[src/srt_pkg.sv]
// ----------------------------------------------------------------------------
// srt_pkg: shared types and constants of the save/restore table
// Widths, result and status codes, cell command codes and the structs that
// pass between the table cells and the control logic.
// ----------------------------------------------------------------------------
package srt_pkg;

   localparam int ENTRIES    = 8;
   localparam int COUNT_BITS = 16;
   localparam int KEY_W      = 32;
   localparam int TTL_W      = 32;

   // result action codes
   localparam logic [1:0] ACT_LEAVE = 2'd0;
   localparam logic [1:0] ACT_SET   = 2'd1;
   localparam logic [1:0] ACT_CLEAR = 2'd2;

   // result status codes
   localparam logic [1:0] ST_OK        = 2'd0;
   localparam logic [1:0] ST_FULL      = 2'd1;
   localparam logic [1:0] ST_NOT_FOUND = 2'd2;

   // cell update commands
   localparam logic [2:0] OP_NONE     = 3'd0;
   localparam logic [2:0] OP_SAVE     = 3'd1;
   localparam logic [2:0] OP_INC      = 3'd2;
   localparam logic [2:0] OP_DEC      = 3'd3;
   localparam logic [2:0] OP_DEC_FREE = 3'd4;

   // lookup data handed from cell to cell
   typedef struct packed {
      logic                  hit_seen;
      logic                  free_seen;
      logic [COUNT_BITS-1:0] hit_count;
      logic [TTL_W-1:0]      hit_ttl;
   } chain_type;

   // update command broadcast to every cell
   typedef struct packed {
      logic [2:0]       op;
      logic             to_free;
      logic [KEY_W-1:0] key;
      logic [TTL_W-1:0] ttl;
   } cmd_type;

endpackage

[src/srt_cell.sv]
// ----------------------------------------------------------------------------
// srt_cell: one table slot
// Holds key, reference count and saved TTL of one entry, joins the lookup
// chain and applies the broadcast update when it is the chosen slot.
// ----------------------------------------------------------------------------
module srt_cell (
   input  logic                     clock,
   input  logic                     reset,
   input  logic [srt_pkg::KEY_W-1:0] lookup_key,
   input  srt_pkg::chain_type       chain_in,
   output srt_pkg::chain_type       chain_out,
   input  srt_pkg::cmd_type         cmd
);
   import srt_pkg::*;

   logic [KEY_W-1:0]      key_ff, key_in;
   logic [COUNT_BITS-1:0] count_ff, count_in;
   logic [TTL_W-1:0]      ttl_ff, ttl_in;
   logic                  empty;
   logic                  match;
   logic                  hit_here;
   logic                  free_here;
   logic                  selected;

   assign empty     = (key_ff == '0);
   assign match     = (key_ff == lookup_key) && !empty;
   assign hit_here  = match && !chain_in.hit_seen;
   assign free_here = empty && !chain_in.free_seen;

   // first match and first empty slot win
   always_comb begin
      chain_out.hit_seen  = chain_in.hit_seen | match;
      chain_out.free_seen = chain_in.free_seen | empty;
      chain_out.hit_count = hit_here ? count_ff : chain_in.hit_count;
      chain_out.hit_ttl   = hit_here ? ttl_ff : chain_in.hit_ttl;
   end

   assign selected = cmd.to_free ? free_here : hit_here;

   always_comb begin
      key_in   = key_ff;
      count_in = count_ff;
      ttl_in   = ttl_ff;
      if (selected) begin
         unique case (cmd.op)
            OP_SAVE: begin
               key_in   = cmd.key;
               count_in = COUNT_BITS'(1);
               ttl_in   = cmd.ttl;
            end
            OP_INC: begin
               if (count_ff != '1) begin
                  count_in = count_ff + COUNT_BITS'(1);
               end
            end
            OP_DEC: begin
               count_in = count_ff - COUNT_BITS'(1);
            end
            OP_DEC_FREE: begin
               count_in = count_ff - COUNT_BITS'(1);
               key_in   = '0;
            end
            default: begin
            end
         endcase
      end
   end

   always_ff @(posedge clock) begin
      if (reset) begin
         key_ff   <= '0;
         count_ff <= '0;
      end else begin
         key_ff   <= key_in;
         count_ff <= count_in;
      end
   end

   // saved TTL is only read after a save has written it
   always_ff @(posedge clock) begin
      ttl_ff <= ttl_in;
   end

endmodule

[src/refcounted_save_restore_table.sv]
// ----------------------------------------------------------------------------
// refcounted_save_restore_table: reference-counted TTL save/restore table
// Associative table of mount keys with per-entry count and saved TTL, built
// as a row of slot cells joined by a lookup chain.
// ----------------------------------------------------------------------------
//  channel | direction | handshake       | payload
//  req     | in        | valid / stall   | mode, mount_key, current_ttl
//  rsp     | out       | valid / stall   | action, ttl_value, status
//  csr     | in        | valid / ready   | data (infinite TTL code)
//
// A transaction first registers the request, then runs the lookup chain
// through all cells, the decision and the cell update.
// The next request is taken as soon as the current one has been resolved.
// A result waiting under rsp_stall holds the table one transaction deep.
// Synchronous reset empties every slot and allows slot reuse; csr is always
// ready.
// ----------------------------------------------------------------------------
module refcounted_save_restore_table (
   input  logic                            clock,
   input  logic                            reset,
   input  logic                            req_valid,
   output logic                            req_stall,
   input  logic                            req_mode,
   input  logic [srt_pkg::KEY_W-1:0]        req_mount_key,
   input  logic signed [srt_pkg::TTL_W-1:0] req_current_ttl,
   output logic                            rsp_valid,
   input  logic                            rsp_stall,
   output logic [1:0]                      rsp_action,
   output logic signed [srt_pkg::TTL_W-1:0] rsp_ttl_value,
   output logic [1:0]                      rsp_status,
   input  logic                            csr_valid,
   output logic                            csr_ready,
   input  logic signed [srt_pkg::TTL_W-1:0] csr_data
);
   import srt_pkg::*;

   logic             busy_ff, busy_in;
   logic             mode_ff;
   logic [KEY_W-1:0] key_ff;
   logic [TTL_W-1:0] ttl_ff;
   logic             rsp_valid_ff, rsp_valid_in;
   logic [1:0]       action_ff, action_in;
   logic [TTL_W-1:0] ttlv_ff, ttlv_in;
   logic [1:0]       status_ff, status_in;
   logic             reuse_ff, reuse_in;
   logic [TTL_W-1:0] inf_ff;

   logic             accept;
   logic             go;
   logic             clear_reuse;
   logic [2:0]       op;
   logic             to_free;
   chain_type        chain [ENTRIES+1];
   chain_type        found;
   cmd_type          cmd;

   assign accept    = req_valid && !req_stall;
   assign req_stall = busy_ff;
   assign go        = busy_ff && (!rsp_valid_ff || !rsp_stall);
   assign csr_ready = 1'b1;

   assign chain[0] = '{hit_seen: 1'b0, free_seen: 1'b0, hit_count: '0, hit_ttl: '0};

   for (genvar i = 0; i < ENTRIES; i++) begin : g_cell
      srt_cell u_cell (
         .clock      (clock),
         .reset      (reset),
         .lookup_key (key_ff),
         .chain_in   (chain[i]),
         .chain_out  (chain[i+1]),
         .cmd        (cmd)
      );
   end

   assign found = chain[ENTRIES];

   always_comb begin
      action_in   = ACT_LEAVE;
      ttlv_in     = '0;
      status_in   = ST_OK;
      op          = OP_NONE;
      to_free     = 1'b0;
      clear_reuse = 1'b0;
      if (!mode_ff) begin
         priority if (key_ff == '0) begin
            action_in = ACT_SET;
            status_in = ST_FULL;
         end else if (found.hit_seen) begin
            if (found.hit_count == '0) begin
               op        = OP_SAVE;
               action_in = ACT_SET;
            end else begin
               op = OP_INC;
            end
         end else if (found.free_seen) begin
            op        = OP_SAVE;
            to_free   = 1'b1;
            action_in = ACT_SET;
         end else begin
            // table full: nothing stored, slots no longer recycled
            action_in   = ACT_SET;
            status_in   = ST_FULL;
            clear_reuse = 1'b1;
         end
      end else begin
         if (key_ff == '0 || !found.hit_seen || found.hit_count == '0) begin
            status_in = ST_NOT_FOUND;
         end else if (found.hit_count == COUNT_BITS'(1)) begin
            op = reuse_ff ? OP_DEC_FREE : OP_DEC;
            if (found.hit_ttl == inf_ff) begin
               action_in = ACT_CLEAR;
            end else begin
               action_in = ACT_SET;
               ttlv_in   = found.hit_ttl;
            end
         end else begin
            op = OP_DEC;
         end
      end
   end

   assign cmd = '{op: go ? op : OP_NONE, to_free: to_free, key: key_ff, ttl: ttl_ff};

   always_comb begin
      busy_in = busy_ff;
      if (go) begin
         busy_in = 1'b0;
      end else if (accept) begin
         busy_in = 1'b1;
      end
   end

   assign rsp_valid_in = go ? 1'b1 : (rsp_valid_ff && rsp_stall);
   assign reuse_in     = (go && clear_reuse) ? 1'b0 : reuse_ff;

   always_ff @(posedge clock) begin
      if (reset) begin
         busy_ff      <= 1'b0;
         rsp_valid_ff <= 1'b0;
         reuse_ff     <= 1'b1;
         inf_ff       <= '1;
      end else begin
         busy_ff      <= busy_in;
         rsp_valid_ff <= rsp_valid_in;
         reuse_ff     <= reuse_in;
         if (csr_valid && csr_ready) begin
            inf_ff <= csr_data;
         end
      end
   end

   always_ff @(posedge clock) begin
      if (accept) begin
         mode_ff <= req_mode;
         key_ff  <= req_mount_key;
         ttl_ff  <= req_current_ttl;
      end
      if (go) begin
         action_ff <= action_in;
         ttlv_ff   <= ttlv_in;
         status_ff <= status_in;
      end
   end

   assign rsp_valid     = rsp_valid_ff;
   assign rsp_action    = action_ff;
   assign rsp_ttl_value = ttlv_ff;
   assign rsp_status    = status_ff;

endmodule

[config.mk]
export PLATFORM = sky130hd
export DESIGN_NAME = refcounted_save_restore_table
export DESIGN_NICKNAME = d
export VERILOG_FILES = /design/src/srt_pkg.sv /design/src/srt_cell.sv /design/src/refcounted_save_restore_table.sv
export SDC_FILE = /design/constraint.sdc
export NUM_CORES = 2
export LEC_CHECK = 0
export ABC_AREA = 1
export BUFFER_PORTS_ARGS = -buffer_cell sky130_fd_sc_hd__buf_2
export CAP_MARGIN = 20
export CORE_AREA = 2 2 290 292
export DETAILED_ROUTE_END_ITERATION = 6
export DIE_AREA = 0 0 292 294
export PLACE_DENSITY = 0.76
export SYNTH_ARGS = -nofsm -noshare
export SYNTH_HDL_FRONTEND = slang
export SYNTH_SLANG_ARGS = --single-unit
[constraint.sdc]
create_clock -name clock -period 9.05 [get_ports clock]
set_clock_uncertainty 0.2 [all_clocks]
set_input_delay 2.715 -clock clock [delete_from_list [all_inputs] [get_ports clock]]
set_output_delay 2.715 -clock clock [all_outputs]
set_load 0.02 [all_outputs]
== Yosys cells after proc, flatten, opt, wreduce, memory -nomap -nowiden ==
Cells that the tools add are included.
Storage, ports and cells
  register bits after elaboration: 776
  bits in latches: 0
  memory bits (writable): 0
  memory bits (read-only): 0
  input bits: 102
  output and inout port bits: 39
  word-level logic and storage cells: 260
  memories: 0
Operators by class
  $add $sub $neg: 16
  multipliers: 0
  divide/modulo/power cells: 0
  order comparisons: 0
  eq/ne operators: 30
  shift-type cells: 0
  multiplexer cells: 71
  bitwise operators: 16
  reduce and logical (&&, ||, !) cells: 93
Operator list (number)
  one-hot mux 16 bit (3 select lines): 8
  == test 32 bit: 9
  zero test 32 bit: 9
  2-to-1 mux 16 bit: 16
  2-to-1 mux 32 bit: 8
  adder 16 x 1 -> 16 bit, second input constant: 8
  != test 16 bit, second input constant: 8
  subtractor 16 x 1 -> 16 bit, second input constant: 8
  one-hot mux 32 bit (2 select lines): 1
  AND reduction 2 bit: 16
  logical AND 1 bit: 26
  zero test 1 bit: 25
  AND reduction 3 bit: 8
  2-to-1 mux 1 bit: 22
  2-to-1 mux 3 bit: 7
  2-to-1 mux 2 bit: 9
  == test 16 x 1 -> 1 bit, second input constant: 1
  zero test 16 bit: 1
  != test 2 x 1 -> 1 bit, second input constant: 8
  OR 1 bit: 14
  == test 3 x 2 -> 1 bit, second input constant: 2
  OR reduction 2 bit: 2
  OR reduction 4 bit: 1
  == test 3 x 1 -> 1 bit, second input constant: 1
  5 further kinds: 8

== Depth between registers and ports, before layout ==
  word-level depth: 22
  mapped depth: 52
  mapped depth without buffers: 50

== Hierarchy ==
From an unflattened synthesis, not the netlist that was laid out.
Unflattened totals
  cell total of the unflattened synthesis: 7249
  area, all modules: 48934.4 sq um
Modules (own cells, without submodules)
  srt_cell at g_cell[1].u_cell ...: instances 4, cells each 853, area an instance 5432.7 sq um, seq. area each 1921.8 sq um
  srt_cell at g_cell[6].u_cell ...: instances 2, cells each 859, area an instance 5469.0 sq um, seq. area each 1921.8 sq um
  srt_cell at g_cell[0].u_cell: instances 1, cells each 859, area an instance 5462.7 sq um, seq. area each 1921.8 sq um
  srt_cell at g_cell[5].u_cell: instances 1, cells each 774, area an instance 5441.5 sq um, seq. area each 1921.8 sq um
  refcounted_save_restore_table: instances 1, cells each 486, area an instance 5361.4 sq um, seq. area each 3733.6 sq um

== Worst setup path after synthesis ==
Ideal clock, no wire load.
  kind: input to register
  start point: input port rsp_stall
  end point: register g_cell[1].u_cell.count_ff[14]
  data arrival time: 9.293 ns
  data required time: 8.780 ns
  setup slack: -0.514 ns
  cell stages on the path: 27
  buffers on the path: 1
  cell sequence: nand2_1 > nand2_1 > inv_1 > clkbuf_1 > nand4_1 > nand2_2 > inv_1 > fa_1 > nor2_1 > a211oi_1 > or2_2 > o21a_1 > nor2_1 > o21ai_0 > nand2_1 > nand2_1 > o21ai_0 > nand2_1 > inv_1 > o21ai_0 > nand2_1 > nand2_1 > nand2_1 > a21oi_1 > xnor2_1 > nand2_1 > a21oi_1
On the way
  longest elaborated chain between the ends: 8
  elaborated cells between the ends (all ways): 13
RTL lines
  start, declared: line refcounted_save_restore_table.sv:27  | input logic rsp_stall,
  zero test 1 bit *: line refcounted_save_restore_table.sv:59  | assign go = busy_ff && (!rsp_valid_ff || !rsp_stall);
  logical OR 1 bit *: line refcounted_save_restore_table.sv:59
  logical AND 1 bit *: line refcounted_save_restore_table.sv:59
  named net go: line refcounted_save_restore_table.sv:49  | logic go;
  2-to-1 mux 3 bit *: line refcounted_save_restore_table.sv:122  | assign cmd = '{op: go ? op : OP_NONE, to_free: to_free, key: key_ff, ttl: ttl_ff};
  == test 3 x 2 -> 1 bit / == test 3 bit (equally long branches): line srt_cell.sv:45  | unique case (cmd.op)
  OR reduction 2 bit (no source line)
  nonzero test 3 bit (no source line)
  AND reduction 3 bit (no source line)
  end signal, assigned: line srt_cell.sv:75  | count_ff <= count_in;
  end, declared: line srt_cell.sv:17  | logic [COUNT_BITS-1:0] count_ff, count_in;
Mark *: on every way through the listed nets, which the timed path passes. The rest lies on a longest branch.
A chain may end at the register's enable or synchronous reset.

== Final worst setup path ==
  start point: register key_ff[29]
  end point: register g_cell[7].u_cell.count_ff[15]
On the way
  longest elaborated chain between the ends: 21
  elaborated cells between the ends (all ways): 71
RTL lines
  start, declared: line refcounted_save_restore_table.sv:39  | logic [KEY_W-1:0] key_ff;
  start signal, assigned: line refcounted_save_restore_table.sv:155  | key_ff <= req_mount_key;
  == test 32 bit: line srt_cell.sv:26  | assign match = (key_ff == lookup_key) && !empty;
  logical AND 1 bit: line srt_cell.sv:26
  zero test 1 bit / OR 1 bit (equally long branches): line srt_cell.sv:27, srt_cell.sv:32
  logical AND 1 bit, or another cell as far along: line srt_cell.sv:27  | assign hit_here = match && !chain_in.hit_seen;
  2-to-1 mux 16 bit, or another cell as far along (5 in series): line srt_cell.sv:34  | chain_out.hit_count = hit_here ? count_ff : chain_in.hit_count;
  2-to-1 mux 16 bit / logical AND 1 bit (equally long branches): line srt_cell.sv:34, srt_cell.sv:27
  2-to-1 mux 16 bit: line srt_cell.sv:34
  zero test 16 bit: line refcounted_save_restore_table.sv:89, refcounted_save_restore_table.sv:106
  2-to-1 mux 2 bit: line refcounted_save_restore_table.sv:89  | if (found.hit_count == '0) begin
  2-to-1 mux 3 bit: line refcounted_save_restore_table.sv:88  | end else if (found.hit_seen) begin
  2-to-1 mux 3 bit: line refcounted_save_restore_table.sv:85  | priority if (key_ff == '0) begin
  2-to-1 mux 3 bit: line refcounted_save_restore_table.sv:84  | if (!mode_ff) begin
  2-to-1 mux 3 bit: line refcounted_save_restore_table.sv:122
  == test 3 x 2 -> 1 bit / == test 3 bit (equally long branches): line srt_cell.sv:45
  OR reduction 2 bit (no source line)
  nonzero test 3 bit (no source line)
  AND reduction 3 bit (no source line)
  end signal, assigned: line srt_cell.sv:75
  end, declared: line srt_cell.sv:17
Parallel ways exist; a longest one is shown, timed or not.

==> results by stage <==
Power:
- The net load switching power is 2003 uW.
- The total power density per cell area is 161.6 nW/um^2.
- The share of total power dissipated in the clock network is 0.446.
- The proportion of power drawn by combinational gates is 0.069.
- The worst voltage drop across the vdd grid is 0.0001686 V.
- The share of total power dissipated in sequential elements is 0.484.
- Of the total power, the share spent switching nets is 0.2526.
- Internal power comes to 5927 uW.
- In this run the static leakage power is 0.02020 uW.

Clock network:
- Clock-pin slew was measured on the worst setup and hold paths at 0.06 ns.
- The count of clock tree sinks is 776.
- Counting the buffers created by CTS gives 86.
- After clock tree synthesis, the setup repair step added 0 buffers.
- The clock passes through at most 3 buffers.
- The H-tree generated during clock tree synthesis spans 3 levels.
- At the later pin of the worst-skew pair, clock insertion delay measures 0.67 ns.
- TritonCTS built the clock tree.
- The cell chosen for the clock root is sky130_fd_sc_hd__clkbuf_16.

Routing:
- The count of nets left with antenna violations after detail routing is 0.
- Dividing the detail-routed wire length by the instance count gives 21.36 um.
- The detailed-route vias per instance is 5.870.
- The overall via count from detail_route is 41997.
- The wire length reported by the detailed router is 152800 um.
- The residual DRC count is 1.
- The number of detailed-routing iterations run before antenna repair is 7.
- The number of design-rule violations left by the first detailed-router iteration is 4494.

GRT:
- The pin count of the biggest net entering global routing is 221.
- The total congestion overflow is 0.
- The number of global-route vias before repair was 39660.
- The first global-routing pass estimated 230900 um of wire.
- The number of antenna violations at the first check in global routing was 1.
- The overall global routing resource usage is 0.3495.

STA:
- The count of final hold-check violations is 0.
- The number of max-slew violations in the final report is 0.
- At the pin with the least slew margin, the transition time is 1.169 ns.
- In this run the tightest slew margin relative to its limit is 0.2175.
- For this run, the top clock speed supported by timing is 0.1194 GHz.
- The sum of negative setup slack is 0 ns.
- Dividing the final minimum period by the clock period gives 0.9252.
- The minimum setup slack in the final design is 0.6772 ns.
- The setup-violating endpoint count in the final report is 0.
- The shortest clock period the worst path allows after layout is 8.373 ns.
- Setup repair after global routing left no endpoint under its margin.

Synth:
- The main flop type after synthesis is sky130_fd_sc_hd__dfxtp_1.
- After synthesis, the largest family of logic cells by area is simple AND/OR/NAND/NOR gates.
- Of the total synthesized cell area, the portion taken by full adders, half adders and majority gates is 0.04135.
- The post-synthesis instance area is 45020 sq um.
- Dividing the synthesized area by the synthesized cell count gives 7.542 sq um.
- The total of flip-flops plus latches after synthesis is 776.
- The compound-cell area share of the yosys netlist came to 0.09765.
- The warning count from the yosys run is 0.
- The simple logic cell fraction of the synthesized area is 0.3072.
- For this run, asynchronously set or reset flops after synthesis account for 0.
- The number of distinct library cell variants in the gate-level netlist after synthesis is 67.
- Of the post-synthesis cell area, the part taken by muxes is 0.
- Of the total synthesized cell area, the portion taken by XOR and XNOR cells is 0.05133.
- For this run, the register share of the synthesized area comes to 0.4244.
- The synthesized instance count is 5970.
- The total nets after synthesis is 6216.
- Yosys mapped a number of flops with a built-in enable equal to 357.

Job:
- Across the run, the number of max-cap violations was 0.

Placed design:
- The post-detailed-placement half-perimeter wirelength is 108400 um.
- Once placement finished, the instance area stood at 46240 sq um.
- The number of port buffers is 139.
- At the end of routability-driven placement, the weighted congestion stood at 1.040.
- Counting tap cells, the placed design contains a total of 6993 instances.
- Before CTS, the worst setup slack after placement is 0.7861 ns.

Layout:
- The most common cell after layout, fill and taps aside is sky130_fd_sc_hd__nand2_1.
- In the layout the commonest cells are sky130_fd_sc_hd__nand2_1 (1665), sky130_fd_sc_hd__nor2_1 (672), sky130_fd_sc_hd__inv_1 (543).
- For this run, the post-layout net count is 6249.
- The final core utilization is 0.5921.
- Summing all non-filler instances in the final layout gives an area of 49080 sq um.
- The number of filler cells placed in the layout is 7463.
- Relative to the synthesized area, the layout overhead comes to 9.007%.
- The share of cells above drive strength 1 is 0.08958.
- The number of standard cells in the layout, taps in and fillers out is 7154.

Floorplan:
- The floorplan has 106 rows.
- The die outline area is 85850 sq um.
- The die width is 292 um.
- The floorplan step defined a core boundary enclosing 82890 sq um.
- The number of primary I/O pins is 141.
- The height of the die is 294 um.
- For this configuration, the core starts out at a cell density of 0.5432.

Setup path:
- Along the worst path, the maximum fanout reaches 91.
- The library cell appearing most often on the critical path is sky130_fd_sc_hd__nand2_1.
- Data on the critical path is required at its endpoint by 9.38 ns.
- The delay of the slowest critical-path stage is 0.71 ns.
- On the critical path the largest part of the delay comes from simple AND/OR/NAND/NOR gates.
- The arrival time at the worst endpoint is 8.70 ns.
- Among all stages on the critical path, the largest delay is contributed by sky130_fd_sc_hd__edfxtp_1.
- The number of buffers and inverters on the critical path is 5.
- The type of element capturing the critical path is a register.
- The critical path class is reg2reg.
- The kind of start point of the critical path is a register.

Status:
- The flow ran to the end, but the final reports show violations.
- The checks that failed: DRC.

Hold path:
- The min-delay analysis places its worst path in the category reg2reg.
-- logic make-up (layout without fill, tap and decap cells) --
family          count (synthesis)  after routing
other cells                     1              2
flops                         776            776
xor+xnor                      263            263
fa+ha+maj                     144            144
simple gates                 3158           3158
compound gates                797            797
buf+inv                       831            934
-- area by class of cell --
class | instances | area [sq um] | area share
clock buffer | 116 | 2347 | 0.04783
antenna | 1 | 2.502 | 0.00005099
inverter | 584 | 2222 | 0.04528
sequential | 776 | 19110 | 0.3893
multi-input combinational | 4363 | 22440 | 0.4572
clock inverter | 42 | 455.4 | 0.009280
tap | 1080 | 1351 | 0.02753
timing repair buffer | 192 | 1152 | 0.02348
-- worst reg2reg max path: cells and delay by family, from the launching register on --
kind / cells / cell delay, ns
buffers and inverters: 5 / 1.47
AO/OA/AOI/OAI: 9 / 1.31
adder cells (fa/ha/maj): 1 / 0.43
XOR/XNOR: 1 / 0.37
AND/OR/NAND/NOR: 26 / 3.76
flip-flops: 1 / 0.71
-- routing by layer --
layer / share of wire / wire length [um] / GRT usage
met1: 0.39 / 59150 / 0.4499
met2: 0.45 / 68870 / 0.5600
met4: 0.058 / 8863 / 0.1863
met5: 0 / 0 / 0
met3: 0.10 / 15900 / 0.06435
-- final timing paths --
kind | slack (ns) | end | startpoint | cells past startpoint
setup reg to reg | 0.68 | g_cell[7].u_cell.count_ff[15]$_SDFFE_PP0P_ | key_ff[29]$_DFFE_PP_ | 42
hold / removal | 0.28 | g_cell[3].u_cell.count_ff[15]$_SDFFE_PP0P_ | g_cell[3].u_cell.count_ff[15]$_SDFFE_PP0P_ | 2
setup / recovery | 0.68 | g_cell[7].u_cell.count_ff[15]$_SDFFE_PP0P_ | key_ff[29]$_DFFE_PP_ | 42
hold reg to reg | 0.28 | g_cell[3].u_cell.count_ff[15]$_SDFFE_PP0P_ | g_cell[3].u_cell.count_ff[15]$_SDFFE_PP0P_ | 2
-- metrics by stage --
step	hold WS [ns]	total power, uW
after floorplan	0.2435	4228
after global placement	0.2536	4436
after detailed placement	0.2638	4441
after CTS	0.2754	7927
after global routing	0.3038	8132
final	0.2819	7931
-- synth_stat cells (15+ instances only) --
cell | n | area (sq um)
sky130_fd_sc_hd__o21ai_0 | 120 | 600.6
sky130_fd_sc_hd__nor2_4 | 46 | 518.0
sky130_fd_sc_hd__buf_6 | 15 | 168.9
sky130_fd_sc_hd__clkbuf_1 | 115 | 431.7
sky130_fd_sc_hd__nor2_1 | 677 | 2541
sky130_fd_sc_hd__nand2_2 | 23 | 143.9
sky130_fd_sc_hd__o221ai_1 | 19 | 166.4
sky130_fd_sc_hd__buf_4 | 43 | 322.8
sky130_fd_sc_hd__buf_2 | 63 | 315.3
sky130_fd_sc_hd__edfxtp_1 | 357 | 10720
sky130_fd_sc_hd__inv_1 | 544 | 2042
sky130_fd_sc_hd__nor3_1 | 29 | 145.1
sky130_fd_sc_hd__ha_1 | 136 | 1702
sky130_fd_sc_hd__inv_2 | 25 | 93.84
sky130_fd_sc_hd__nor4_1 | 61 | 381.6
sky130_fd_sc_hd__nand3_1 | 377 | 1887
sky130_fd_sc_hd__o22ai_1 | 44 | 275.3
sky130_fd_sc_hd__xor2_1 | 140 | 1226
sky130_fd_sc_hd__nand2_1 | 1666 | 6254
sky130_fd_sc_hd__o211ai_1 | 48 | 360.4
sky130_fd_sc_hd__nand4_1 | 112 | 700.7
sky130_fd_sc_hd__xnor2_1 | 122 | 1069
sky130_fd_sc_hd__a211oi_1 | 18 | 135.1
sky130_fd_sc_hd__a21oi_1 | 504 | 2522
sky130_fd_sc_hd__or2_2 | 66 | 412.9
sky130_fd_sc_hd__dfxtp_1 | 419 | 8388
-- power groups by stage --
stage,combinational (uW),sequential [uW],clock [uW]
2_1_floorplan,360,3870,0
3_3_place_gp,528,3910,0
3_5_place_dp,531,3910,0
4_1_cts,533,3840,3560
5_1_grt,590,3850,3700
6_report,550,3840,3540
-- state kept, by name, summed over array words and instances, names as in the netlist --
name                    count
rsp_valid                   1
g_cell.u_cell.key_ff      256
ttl_ff                     32
req_stall                   1
inf_ff                     32
g_cell.u_cell.count_ff    128
rsp_ttl_value              32
mode_ff                     1
reuse_ff                    1
key_ff                     32
rsp_action                  2
rsp_status                  2
g_cell.u_cell.ttl_ff      256
-- repair_timing --
item | in CTS | in global routing
gates resized for setup | 0 | 1
endpoints found under the setup margin | 0 | 1
hold buffers | 0 | 0
Note: power is estimated with default switching activity, not from simulation.
